[config.mk]
export PLATFORM = sky130hd
export DESIGN_NAME = laguerre_poly_deriv_eval_core
export DESIGN_NICKNAME = d
export VERILOG_FILES = /design/src/rtl/lpde_pkg.sv /design/src/rtl/laguerre_poly_deriv_eval_core.sv
export SDC_FILE = /design/constraint.sdc
export NUM_CORES = 2
export LEC_CHECK = 0
export ABC_AREA = 1
export BUFFER_PORTS_ARGS = -buffer_cell sky130_fd_sc_hd__buf_2
export CORE_MARGIN = 2
export CORE_UTILIZATION = 55
export DETAILED_ROUTE_END_ITERATION = 7
export GPL_ROUTABILITY_DRIVEN = 0
export PLACE_DENSITY = 0.72
export SLEW_MARGIN = 20
export SYNTH_ARGS = -nofsm -noshare
export SYNTH_HDL_FRONTEND = slang
export SYNTH_SLANG_ARGS = --single-unit
[constraint.sdc]
create_clock -name clk -period 29.9 [get_ports clk]
set_clock_uncertainty 0.15 [all_clocks]
set_input_delay 5.98 -clock clk [delete_from_list [all_inputs] [get_ports clk]]
set_output_delay 5.98 -clock clk [all_outputs]
set_load 0.01 [all_outputs]
[src/rtl/lpde_pkg.sv]
`timescale 1ns / 1ps
// ---------------------------------------------------------------------------
// lpde_pkg: shared definitions for the laguerre evaluator
// Microcode word layout, step numbers, the control program and the
// 48-bit saturation helpers.
// ---------------------------------------------------------------------------
package lpde_pkg;

    // value widths
    localparam int VW = 48;
    localparam int LW = 62;
    localparam int CW = 5;
    localparam int PCW = 4;

    // register reset value and hard result cap per abscissa
    localparam logic [CW-1:0] DEGREE_COUNT_RESET = 5'd10;
    localparam int HARD_CAP = 16;

    // one in q16
    localparam logic signed [VW-1:0] Q_ONE = 48'sd65536;

    // saturation limits
    localparam logic signed [VW-1:0] S48_MAX = {1'b0, {(VW-1){1'b1}}};
    localparam logic signed [VW-1:0] S48_MIN = {1'b1, {(VW-1){1'b0}}};

    typedef logic [PCW-1:0] step_t;

    // program step numbers
    localparam step_t STEP_WAIT     = 4'd0;
    localparam step_t STEP_K0       = 4'd1;
    localparam step_t STEP_MUL_LO   = 4'd2;
    localparam step_t STEP_MUL_HI   = 4'd3;
    localparam step_t STEP_ACCUM    = 4'd4;
    localparam step_t STEP_NUM      = 4'd5;
    localparam step_t STEP_DIV_INIT = 4'd6;
    localparam step_t STEP_DIV      = 4'd7;
    localparam step_t STEP_ROUND    = 4'd8;
    localparam step_t STEP_UPDATE   = 4'd9;
    localparam step_t STEP_EMIT     = 4'd10;

    // datapath operations
    typedef enum logic [3:0] {
        OP_NOP,
        OP_LOAD,
        OP_EMIT_ZERO,
        OP_MUL_LO,
        OP_MUL_HI,
        OP_ACCUM,
        OP_NUM,
        OP_DIV_INIT,
        OP_DIV_STEP,
        OP_ROUND,
        OP_UPDATE,
        OP_EMIT
    } op_t;

    // sequencer branch conditions
    typedef enum logic [2:0] {
        CND_NEXT,
        CND_JUMP,
        CND_WAIT_IN,
        CND_DIV_LOOP,
        CND_EMIT
    } cond_t;

    typedef struct packed {
        op_t   op;
        cond_t cond;
        step_t target;
    } ucode_t;

    // control program
    function automatic ucode_t ucode_rom(input step_t pc);
        ucode_t w;
        begin
            case (pc)
                STEP_WAIT:     w = '{OP_LOAD,      CND_WAIT_IN,  STEP_WAIT};
                STEP_K0:       w = '{OP_EMIT_ZERO, CND_EMIT,     STEP_MUL_LO};
                STEP_MUL_LO:   w = '{OP_MUL_LO,    CND_NEXT,     STEP_WAIT};
                STEP_MUL_HI:   w = '{OP_MUL_HI,    CND_NEXT,     STEP_WAIT};
                STEP_ACCUM:    w = '{OP_ACCUM,     CND_NEXT,     STEP_WAIT};
                STEP_NUM:      w = '{OP_NUM,       CND_NEXT,     STEP_WAIT};
                STEP_DIV_INIT: w = '{OP_DIV_INIT,  CND_NEXT,     STEP_WAIT};
                STEP_DIV:      w = '{OP_DIV_STEP,  CND_DIV_LOOP, STEP_DIV};
                STEP_ROUND:    w = '{OP_ROUND,     CND_NEXT,     STEP_WAIT};
                STEP_UPDATE:   w = '{OP_UPDATE,    CND_NEXT,     STEP_WAIT};
                STEP_EMIT:     w = '{OP_EMIT,      CND_EMIT,     STEP_MUL_LO};
                default:       w = '{OP_NOP,       CND_JUMP,     STEP_WAIT};
            endcase
            return w;
        end
    endfunction

    // true when a wide value does not fit 48 bits
    function automatic logic sat_clip(input logic signed [LW-1:0] v);
        begin
            return !((&v[LW-1:VW-1]) || !(|v[LW-1:VW-1]));
        end
    endfunction

    // wide value clipped to the 48-bit range
    function automatic logic signed [VW-1:0] sat_value(input logic signed [LW-1:0] v);
        begin
            if (sat_clip(v))
            begin
                return v[LW-1] ? S48_MIN : S48_MAX;
            end
            return v[VW-1:0];
        end
    endfunction

endpackage

[src/rtl/laguerre_poly_deriv_eval_core.sv]
`timescale 1ns / 1ps
// ---------------------------------------------------------------------------
// laguerre_poly_deriv_eval_core: laguerre polynomial and derivative evaluator
// Microcoded sequencer over a shared 26x25 multiplier and an 8-bit-per-step
// divider; emits L_k(x) and three derivatives for k = 0 .. n-1 per abscissa.
// ---------------------------------------------------------------------------
// degree 0 result is registered from step K0, which follows the taken request
// each further degree runs two multiplier passes for the 74-bit
//   product, three setup steps, eight radix-256 divide steps, round, update, emit
// an abscissa occupies the core until its last degree is emitted, plus stalls
// on m_tready; the next request is taken once the last result is registered
// reset: asynchronous active low, degree_count returns to 10, core idles

module laguerre_poly_deriv_eval_core #(
    parameter int MAX_DEGREES = 16
) (
    input  logic         clk,
    input  logic         rst_n,
    // configuration write: degree_count
    input  logic         cfg_valid,
    output logic         cfg_ready,
    input  logic [4:0]   cfg_data,
    // input stream: [23:0] x_value
    input  logic         s_tvalid,
    output logic         s_tready,
    input  logic [23:0]  s_tdata,
    // result stream: [3:0] degree, [51:4] poly_value, [99:52] first_deriv,
    // [147:100] second_deriv, [195:148] third_deriv, [199:196] zero
    output logic         m_tvalid,
    input  logic         m_tready,
    output logic [199:0] m_tdata,
    // result flags: [0] saturated
    output logic [0:0]   m_tuser,
    output logic         m_tlast
);

    localparam int XW   = 24;
    localparam int VW   = lpde_pkg::VW;
    localparam int LW   = lpde_pkg::LW;
    localparam int KW   = 4;
    localparam int AW   = 26;
    localparam int BW   = 25;
    localparam int PW   = AW + BW;
    localparam int ACCW = 74;
    localparam int KLW  = VW + KW + 1;
    localparam int NUMW = 60;
    localparam int DVW  = 64;
    localparam int DSTEP = 8;
    localparam int DCW  = 3;
    localparam int DEG_CAP = (MAX_DEGREES < lpde_pkg::HARD_CAP) ? MAX_DEGREES
                                                                : lpde_pkg::HARD_CAP;

    // control state
    lpde_pkg::step_t  pc_reg, pc_next;
    logic [4:0]       degree_count_reg;
    logic             m_tvalid_reg;
    logic             sticky_reg, sticky_next;
    logic [KW-1:0]    k_reg;
    logic [KW-1:0]    last_k_reg;
    logic [DCW-1:0]   div_cnt_reg;

    // datapath registers
    logic signed [XW-1:0]   x_reg;
    logic signed [VW-1:0]   lp_reg;
    logic signed [VW-1:0]   lpp_reg;
    logic signed [VW-1:0]   d1_reg, d2_reg, d3_reg;
    logic signed [VW-1:0]   l_reg;
    logic signed [PW-1:0]   prod_reg;
    logic signed [ACCW-1:0] acc_reg;
    logic signed [KLW-1:0]  kl_reg;
    logic signed [NUMW-1:0] num_reg;
    logic [DVW-1:0]         dvd_reg, dvd_next;
    logic [KW-1:0]          rem_reg, rem_next;
    logic                   neg_reg;
    logic signed [LW-1:0]   lw_reg;

    // output register
    logic [KW-1:0]        out_deg_reg;
    logic signed [VW-1:0] out_poly_reg, out_d1_reg, out_d2_reg, out_d3_reg;
    logic                 out_sat_reg, out_last_reg;

    // combinational helpers
    lpde_pkg::ucode_t     ctrl;
    logic                 load_fire, out_free, emit_fire, is_last;
    logic [KW-1:0]        last_k_next;
    logic [4:0]           two_km1;
    logic signed [AW-1:0] a_val;
    logic signed [BW-1:0] mul_b;
    logic signed [PW-1:0] prod_next;
    logic signed [KLW-1:0] kl_next;
    logic [NUMW-1:0]      num_mag;
    logic [NUMW:0]        round_mag;
    logic                 round_inc;
    logic signed [LW-1:0] e1, e2, e3;

    assign ctrl = lpde_pkg::ucode_rom(pc_reg);

    // handshakes
    assign cfg_ready = 1'b1;
    assign s_tready  = (ctrl.op == lpde_pkg::OP_LOAD);
    assign load_fire = s_tvalid && s_tready;
    assign out_free  = !m_tvalid_reg || m_tready;
    assign emit_fire = ((ctrl.op == lpde_pkg::OP_EMIT_ZERO) ||
                        (ctrl.op == lpde_pkg::OP_EMIT)) && out_free;
    assign is_last   = (k_reg == last_k_reg);

    // effective degree count, minus one
    always_comb
    begin
        if (degree_count_reg == '0)
        begin
            last_k_next = '0;
        end
        else if (int'(degree_count_reg) > DEG_CAP)
        begin
            last_k_next = KW'(DEG_CAP - 1);
        end
        else
        begin
            last_k_next = KW'(degree_count_reg - 5'd1);
        end
    end

    // sequencer next step
    always_comb
    begin
        case (ctrl.cond)
            lpde_pkg::CND_NEXT:     pc_next = pc_reg + 4'd1;
            lpde_pkg::CND_JUMP:     pc_next = ctrl.target;
            lpde_pkg::CND_WAIT_IN:  pc_next = s_tvalid ? pc_reg + 4'd1 : pc_reg;
            lpde_pkg::CND_DIV_LOOP: pc_next = (div_cnt_reg != '1) ? ctrl.target
                                                                   : pc_reg + 4'd1;
            lpde_pkg::CND_EMIT:
            begin
                if (!out_free)
                begin
                    pc_next = pc_reg;
                end
                else if (is_last)
                begin
                    pc_next = lpde_pkg::STEP_WAIT;
                end
                else
                begin
                    pc_next = ctrl.target;
                end
            end
            default:                pc_next = lpde_pkg::STEP_WAIT;
        endcase
    end

    // recurrence coefficient a = (2k-1) - x in q16
    assign two_km1 = {k_reg, 1'b0} - 5'd1;
    assign a_val   = $signed({5'b0, two_km1, 16'h0000}) - AW'(x_reg);

    // shared multiplier, low or high half of L_{k-1}
    assign mul_b     = (ctrl.op == lpde_pkg::OP_MUL_LO) ? $signed({1'b0, lp_reg[23:0]})
                                                        : BW'($signed(lp_reg[VW-1:24]));
    assign prod_next = a_val * mul_b;

    // (k-1) * L_{k-2}
    assign kl_next = $signed({1'b0, k_reg - 4'd1}) * lpp_reg;

    // numerator magnitude for the divider
    assign num_mag = num_reg[NUMW-1] ? NUMW'(-num_reg) : NUMW'(num_reg);

    // eight quotient bits per step, restoring
    always_comb
    begin
        logic [KW:0] r5;
        dvd_next = dvd_reg;
        rem_next = rem_reg;
        for (int i = 0; i < DSTEP; i++)
        begin
            r5 = {rem_next, dvd_next[DVW-1]};
            dvd_next = {dvd_next[DVW-2:0], 1'b0};
            if (r5 >= {1'b0, k_reg})
            begin
                r5 = r5 - {1'b0, k_reg};
                dvd_next[0] = 1'b1;
            end
            rem_next = r5[KW-1:0];
        end
    end

    // round to nearest, ties away from zero
    assign round_inc = ({rem_reg, 1'b0} >= {1'b0, k_reg});
    assign round_mag = dvd_reg[NUMW:0] + {{NUMW{1'b0}}, round_inc};

    // derivative differences
    assign e1 = LW'(d1_reg) - LW'(lp_reg);
    assign e2 = LW'(d2_reg) - LW'(d1_reg);
    assign e3 = LW'(d3_reg) - LW'(d2_reg);

    always_comb
    begin
        sticky_next = sticky_reg;
        if (load_fire)
        begin
            sticky_next = 1'b0;
        end
        else if (ctrl.op == lpde_pkg::OP_UPDATE)
        begin
            sticky_next = sticky_reg || lpde_pkg::sat_clip(lw_reg) ||
                          lpde_pkg::sat_clip(e1) || lpde_pkg::sat_clip(e2) ||
                          lpde_pkg::sat_clip(e3);
        end
    end

    // control registers
    always_ff @(posedge clk or negedge rst_n)
    begin
        if (!rst_n)
        begin
            pc_reg           <= lpde_pkg::STEP_WAIT;
            degree_count_reg <= lpde_pkg::DEGREE_COUNT_RESET;
            m_tvalid_reg     <= 1'b0;
            sticky_reg       <= 1'b0;
            k_reg            <= '0;
            last_k_reg       <= '0;
            div_cnt_reg      <= '0;
        end
        else
        begin
            pc_reg     <= pc_next;
            sticky_reg <= sticky_next;
            if (cfg_valid && cfg_ready)
            begin
                degree_count_reg <= cfg_data;
            end
            if (emit_fire)
            begin
                m_tvalid_reg <= 1'b1;
            end
            else if (m_tready)
            begin
                m_tvalid_reg <= 1'b0;
            end
            if (load_fire)
            begin
                k_reg      <= '0;
                last_k_reg <= last_k_next;
            end
            else if (emit_fire)
            begin
                k_reg <= k_reg + 4'd1;
            end
            if (ctrl.op == lpde_pkg::OP_DIV_INIT)
            begin
                div_cnt_reg <= '0;
            end
            else if (ctrl.op == lpde_pkg::OP_DIV_STEP)
            begin
                div_cnt_reg <= div_cnt_reg + 3'd1;
            end
        end
    end

    // datapath
    always_ff @(posedge clk)
    begin
        case (ctrl.op)
            lpde_pkg::OP_LOAD:
            begin
                if (load_fire)
                begin
                    x_reg   <= s_tdata[XW-1:0];
                    lp_reg  <= '0;
                    lpp_reg <= '0;
                    d1_reg  <= '0;
                    d2_reg  <= '0;
                    d3_reg  <= '0;
                end
            end
            lpde_pkg::OP_EMIT_ZERO:
            begin
                if (out_free)
                begin
                    lpp_reg <= lp_reg;
                    lp_reg  <= lpde_pkg::Q_ONE;
                end
            end
            lpde_pkg::OP_MUL_LO:
            begin
                prod_reg <= prod_next;
            end
            lpde_pkg::OP_MUL_HI:
            begin
                acc_reg  <= ACCW'(prod_reg);
                prod_reg <= prod_next;
            end
            lpde_pkg::OP_ACCUM:
            begin
                acc_reg <= acc_reg + (ACCW'(prod_reg) <<< 24);
                kl_reg  <= kl_next;
            end
            lpde_pkg::OP_NUM:
            begin
                num_reg <= NUMW'(acc_reg >>> 16) - NUMW'(kl_reg);
            end
            lpde_pkg::OP_DIV_INIT:
            begin
                dvd_reg <= {{(DVW-NUMW){1'b0}}, num_mag};
                rem_reg <= '0;
                neg_reg <= num_reg[NUMW-1];
            end
            lpde_pkg::OP_DIV_STEP:
            begin
                dvd_reg <= dvd_next;
                rem_reg <= rem_next;
            end
            lpde_pkg::OP_ROUND:
            begin
                lw_reg <= neg_reg ? -$signed({1'b0, round_mag}) : $signed({1'b0, round_mag});
            end
            lpde_pkg::OP_UPDATE:
            begin
                l_reg  <= lpde_pkg::sat_value(lw_reg);
                d1_reg <= lpde_pkg::sat_value(e1);
                d2_reg <= lpde_pkg::sat_value(e2);
                d3_reg <= lpde_pkg::sat_value(e3);
            end
            lpde_pkg::OP_EMIT:
            begin
                if (out_free)
                begin
                    lpp_reg <= lp_reg;
                    lp_reg  <= l_reg;
                end
            end
            default:
            begin
            end
        endcase
    end

    // output register
    always_ff @(posedge clk)
    begin
        if (emit_fire)
        begin
            out_deg_reg  <= k_reg;
            out_sat_reg  <= sticky_reg;
            out_last_reg <= is_last;
            if (ctrl.op == lpde_pkg::OP_EMIT_ZERO)
            begin
                out_poly_reg <= lpde_pkg::Q_ONE;
                out_d1_reg   <= '0;
                out_d2_reg   <= '0;
                out_d3_reg   <= '0;
            end
            else
            begin
                out_poly_reg <= l_reg;
                out_d1_reg   <= d1_reg;
                out_d2_reg   <= d2_reg;
                out_d3_reg   <= d3_reg;
            end
        end
    end

    assign m_tvalid   = m_tvalid_reg;
    assign m_tdata    = {4'b0000, out_d3_reg, out_d2_reg, out_d1_reg, out_poly_reg, out_deg_reg};
    assign m_tuser[0] = out_sat_reg;
    assign m_tlast    = out_last_reg;

    // a taken request starts the degree-zero step
    assert property (@(posedge clk) disable iff (!rst_n)
        load_fire |=> (pc_reg == lpde_pkg::STEP_K0))
        else $error("sequencer did not start after a request");

    // degree counter stays within the run
    assert property (@(posedge clk) disable iff (!rst_n)
        (pc_reg != lpde_pkg::STEP_WAIT) |-> (k_reg <= last_k_reg))
        else $error("degree counter ran past the last degree");

    // clip flag holds for the rest of the abscissa
    assert property (@(posedge clk) disable iff (!rst_n)
        (sticky_reg && !load_fire) |=> sticky_reg)
        else $error("saturation flag dropped inside a run");

    // divider remainder stays below the divisor
    assert property (@(posedge clk) disable iff (!rst_n)
        (pc_reg == lpde_pkg::STEP_ROUND) |-> (rem_reg < k_reg))
        else $error("divider remainder not below degree");

endmodule
# Yosys cells after proc, flatten, opt, wreduce, memory -nomap -nowiden
# Memory sizes are Yosys's and may differ from the RTL's.
# Index checks and enable logic that the tools add are counted.
# word_totals
ff_bits,901
elab_cells,201
romBits,160
mem_count,1
inputBits,34
# mem_list
memory,words,width,rd,rd_ports_with_merged_regs,wr,line,text
(no name shown),16,10,1,0,0,lpde_pkg.sv:76,case (pc)
# classes
n_eq_ne,23
magnitude_cmp,10
reduce_logical,46
n_addsub,23
multipliers,2
muxes,66
# op_table
cell,count
$mux 48,16
$pmux 48 s2,4
$pmux 74 s2,1
$sub 48x48->49,3
$pmux 48 s3,1
$pmux 64 s2,1
$add 74x74->74,1
$mux 4,16
$neg 61->62,1
$add 61x1->61,1
$mux 61,1
$mux 60,1
$neg 60->60,1
$reduce_and 15->1,4
$reduce_or 15->1,4
$sub 58x53->59,1
$mul 5x48->53,1
$mul 25x25->50,1
$ge 5x4->1,9
$sub 4x4->4,8
$mux 25,1
$sub 22x24->25,1
$mux 1,20
$pmux 4 s5,1
29 further kinds,71

# Depth between registers and ports, before layout
# logic_depth
word_depth,17
depth_mapped,75
mapped_depth_nobuf,75

# Least setup slack after synthesis
# OpenSTA, ideal clock, no wires.
# synth_path
kind,input-to-reg
from,input m_tready
to,register lp_reg[0] (enable)
setup_time_ps,408
arrival_ps,16748
n_path_buf,0
cell_stages,4
required_time_ps,29342
slack_ps,12594
path_cell_list,nor2_1 nor2_1 inv_1 nand2_1
# synth_between
elab_chain_cells,3
elab_cells_between_ends,4
cone_classes,eq/ne (2); reduce/logical (2)
# synth_lines
element,line,text
from (decl),laguerre_poly_deriv_eval_core.sv:30,"input logic m_tready,"
$logic_or 1x1->1 (*),laguerre_poly_deriv_eval_core.sv:102,assign out_free = !m_tvalid_reg || m_tready;
$ne 2x2->1 (no line),-,
$reduce_and 4->1 (no line) (*),-,
to (signal assigned),laguerre_poly_deriv_eval_core.sv:280,lp_reg <= lpde_pkg::Q_ONE;
to (signal assigned),laguerre_poly_deriv_eval_core.sv:328,lp_reg <= l_reg;
to (decl),laguerre_poly_deriv_eval_core.sv:64,logic signed [VW-1:0] lp_reg;
# Every way passes the cells marked *; elsewhere a longest branch is shown, timed or not.
# A chain may end at the register's enable or synchronous reset.

# Final worst setup path
# layout_path
from,register k_reg[1]
to,register dvd_reg[0] (data pin)
# layout_between
elab_chain_cells,17
elab_cells_between_ends,24
cone_classes,add/sub (7); order compare (8); mux (9)
# layout_lines
element,line,text
from (decl),laguerre_poly_deriv_eval_core.sv:58,logic [KW-1:0] k_reg;
from (signal assigned),laguerre_poly_deriv_eval_core.sv:246,k_reg <= k_reg + 4'd1;
$sub 4x4->4 / $ge 5x4->1 (equally long branches),"laguerre_poly_deriv_eval_core.sv:179, laguerre_poly_deriv_eval_core.sv:177",
$mux 4,laguerre_poly_deriv_eval_core.sv:177,"if (r5 >= {1'b0, k_reg})"
$sub 4x4->4 / $ge 5x4->1 (equally long branches),"laguerre_poly_deriv_eval_core.sv:179, laguerre_poly_deriv_eval_core.sv:177",
$mux 4,laguerre_poly_deriv_eval_core.sv:177,
$sub 4x4->4 / $ge 5x4->1 (equally long branches),"laguerre_poly_deriv_eval_core.sv:179, laguerre_poly_deriv_eval_core.sv:177",
$mux 4,laguerre_poly_deriv_eval_core.sv:177,
$ge 5x4->1 / $sub 4x4->4 (equally long branches),"laguerre_poly_deriv_eval_core.sv:177, laguerre_poly_deriv_eval_core.sv:179",
$mux 4,laguerre_poly_deriv_eval_core.sv:177,
$sub 4x4->4 / $ge 5x4->1 (equally long branches),"laguerre_poly_deriv_eval_core.sv:179, laguerre_poly_deriv_eval_core.sv:177",
$mux 4,laguerre_poly_deriv_eval_core.sv:177,
$sub 4x4->4 / $ge 5x4->1 (equally long branches),"laguerre_poly_deriv_eval_core.sv:179, laguerre_poly_deriv_eval_core.sv:177",
$mux 4,laguerre_poly_deriv_eval_core.sv:177,
$sub 4x4->4 / $ge 5x4->1 (equally long branches),"laguerre_poly_deriv_eval_core.sv:179, laguerre_poly_deriv_eval_core.sv:177",
$mux 4,laguerre_poly_deriv_eval_core.sv:177,
$ge 5x4->1 (*),laguerre_poly_deriv_eval_core.sv:177,
$mux 1 (*),laguerre_poly_deriv_eval_core.sv:177,
$pmux 64 s2 (*),laguerre_poly_deriv_eval_core.sv:262,case (ctrl.op)
to (signal assigned),laguerre_poly_deriv_eval_core.sv:303,"dvd_reg <= {{(DVW-NUMW){1'b0}}, num_mag};"
to (signal assigned),laguerre_poly_deriv_eval_core.sv:309,dvd_reg <= dvd_next;
to (decl),laguerre_poly_deriv_eval_core.sv:72,"logic [DVW-1:0] dvd_reg, dvd_next;"
# Marks and branches as above.

==> flow_metrics.py <==
metrics = {
    "global_route": {
        "grt_overflow": 0,
        "grt_pass1_wl_mm": 380,
        "grt_pass1_vias": 68100,
        "grt_max_degree": 109,
        "grt_usage": 0.311,
        "antenna_found_initial": 1,
    },
    "sta": {
        "period_share": 0.458,
        "fmax_ghz": 0.0730,
        "setup_viol": 0,
        "final.min_clock_period_ps": 13700,
        "finalHoldViolations": 0,
        "timing.setup.tns_ps": 0,
        "max_slew.worst_pin.slew_ps": 1170,
        "drv_slew": 0,
        "slew_headroom": 0.214,
        "rsz0062_at_grt": "false",
    },
    "cts": {
        "htree_levels": 3,
        "clkLatencyLatePin_ps": 760,
        "cts.clk_slew.worst_paths_ps": 60,
        "cts_tree": "done",
        "cts_buffer_depth": 3,
        "cts.sinks": 883,
        "cts_resized": 0,
        "cts_setup_buffers": 0,
        "ctsHoldBuffers": 0,
        "cts_buffers": 92,
        "cts_root_buf": "clkbuf_16",
    },
    "detailed_routing": {
        "vias_per_cell": 5.67,
        "drc": 0,
        "ant_nets": 0,
        "wl_per_cell_um": 20.0,
        "wirelength_mm": 245,
        "drtPass1Iterations": 6,
        "via_count": 69400,
        "drtIter0Drc": 7799,
    },
    "status": {
        "outcome": "completed",
    },
    "min_path": {
        "hold_path_class": "flip-flop to flip-flop",
        "min_from": "sticky_reg",
        "hold_path_depth": 0,
    },
    "synth": {
        "synth_cell_types": 73,
        "synth_seq_area_share": 0.313,
        "synth-seq-cells": 883,
        "synth_edf_count": 861,
        "ys.flop_type": "edfxtp_1",
        "synth.avg_cell_area_um2": 8.46,
        "syn_inst": 9973,
        "ys_warn_count": 0,
        "synthArstFlopShare": 0.0249,
        "synth_area_um2": 84400,
    },
    "setup_path": {
        "cp-end-kind": "flip-flop",
        "worstSetupStartpointType": "flip-flop",
        "cp_max_fo": 13,
        "cp_slowest_cell": "dfrtp_1",
        "critical_path_arrival_ps": 14020,
        "setup.worst_path.start": "k_reg[1]",
        "max_stage_delay_ps": 750,
        "r2r_start": "k_reg[1]",
        "worst_r2r_path_depth": 71,
        "rrSetupSlack_ps": 16200,
        "critical_path_class": "flip-flop to flip-flop",
        "required_ps": 30220,
        "crit_top_cell": "nand2_1",
    },
    "place": {
        "dp_hpwl_mm": 194,
        "portBuffers": 233,
    },
    "final_layout": {
        "drive_gt1_frac": 0.0618,
        "largest_register_ffs": 64,
        "nFillCells": 13000,
        "fin_nets": 11500,
        "area_growth_pct": 7.89,
    },
    "floorplanning": {
        "initial_core_util": 0.555,
        "fp.coreArea_um2": 152000,
        "die_h_um": 396,
        "die_area_um2": 157000,
        "ios": 239,
        "rows": 143,
        "die_w_um": 396,
    },
    "run": {
        "drv_cap": 0,
    },
}
-- Yosys cell counts, types with 4 or more instances --
master,count,area share
clkinv_1,15,0.00067
fa_1,768,0.18
and3_1,8,0.00059
o221ai_1,18,0.0019
inv_2,23,0.0010
buf_1,15,0.00067
o311ai_0,4,0.00042
o21ai_0,416,0.025
nand3_4,9,0.0019
o31ai_2,4,0.00059
ha_1,549,0.081
a21oi_1,604,0.036
nor3_2,10,0.0012
nand3_2,10,0.0012
o211ai_1,25,0.0022
xor2_1,290,0.030
xor2_2,4,0.00077
buf_2,20,0.0012
nand3b_1,12,0.0011
dfrtp_1,20,0.0059
clkbuf_1,177,0.0079
o21bai_1,12,0.0011
buf_4,11,0.00098
edfxtp_1,861,0.31
nor2_4,10,0.0013
nor2_1,1126,0.050
o21ai_1,59,0.0035
nor4_1,53,0.0039
inv_1,2120,0.094
a21o_1,25,0.0022
xnor2_1,220,0.023
o21a_1,47,0.0042
a211oi_1,4,0.00036
nand2_1,1819,0.081
nand3_1,164,0.0097
or2_1,5,0.00037
nand4_1,60,0.0044
nor3_1,87,0.0052
a21boi_1,16,0.0014
a21boi_0,7,0.00062
nand2_2,25,0.0019
o31ai_1,18,0.0016
a31oi_1,137,0.010
or2_2,20,0.0015
nor2_2,17,0.0013
-- per-layer routing --
metal	wire, µm	global-route usage	vias to the layer above
met3	22500	0.0531	679
met1	97200	0.418	33500
met4	13400	0.150	0
li1	-	-	31800
met5	0	0	-
met2	112000	0.491	3486
-- per-stage QoR --
step                 util  std cells  cell area, µm²  hold slack (ps)  setup WS [ps]
floorplan               -       9976           84400              274          12590
detailed placement  0.578      12100           87900              323          16580
finish              0.599      12300           91100              350          16200
global placement    0.578      12100           87900              312          17390
CTS                 0.599      12200           91100              349          16550
global route        0.599      12300           91100              365          15210
-- area by class of cell --
| cell class | count | area (µm²) | share of cell area |
|---|---|---|---|
| multi-input combinational | 6709 | 49200 | 0.540 |
| sequential | 883 | 26400 | 0.290 |
| inverter | 2159 | 8110 | 0.0890 |
| tap | 2030 | 2540 | 0.0279 |
| clock buffer | 110 | 2430 | 0.0267 |
| timing repair buffer | 296 | 1640 | 0.0180 |
| clock inverter | 63 | 756 | 0.00830 |
| antenna | 1 | 2.50 | 0.0000275 |
-- layout by cell type (no fill, tap or decap), types with 63 or more instances in the layout --
| cell type | Yosys | final |
|---|---|---|
| fa_1 | 768 | 768 |
| buf_2 | 20 | 233 |
| a21oi_1 | 604 | 604 |
| nand2_1 | 1819 | 1816 |
| nor3_1 | 87 | 87 |
| ha_1 | 549 | 549 |
| nand3_1 | 164 | 161 |
| clkbuf_16 | 0 | 92 |
| edfxtp_1 | 861 | 861 |
| nor2_1 | 1126 | 1119 |
| a31oi_1 | 137 | 137 |
| o21ai_0 | 416 | 403 |
| inv_1 | 2120 | 2119 |
| buf_4 | 11 | 63 |
| xor2_1 | 290 | 287 |
| xnor2_1 | 220 | 219 |
| o21ai_1 | 59 | 64 |
-- cells by family after synthesis --
group,synth area share
simple gates,0.169
buf+inv,0.107
compound gates,0.0931
fa+ha+maj,0.264
flops,0.313
xor+xnor,0.0543
other cells,0.0000890
-- final timing paths --
| kind | end |
|---|---|
| worst max-delay path | dvd_reg[0] |
| worst min-delay path | m_tuser |
| worst max register to register | dvd_reg[0] |
| worst min register to register | m_tuser |
| max in group asynchronous | k_reg[0] |
| min in group asynchronous | pc_reg[1] |
-- critical path: cells and delay by family (launching register included) --
kind	cells	cell delay, ps
and+or+nand+nor	38	5420
DFF	1	750
buffers and inverters	9	1260
AOI/OAI and AO/OA	16	3160
adders and majority gates	8	2660
Power is left out: the tool's default activity adds up to more than one toggle a clock period on the data nets, which glitch-free logic cannot reach.
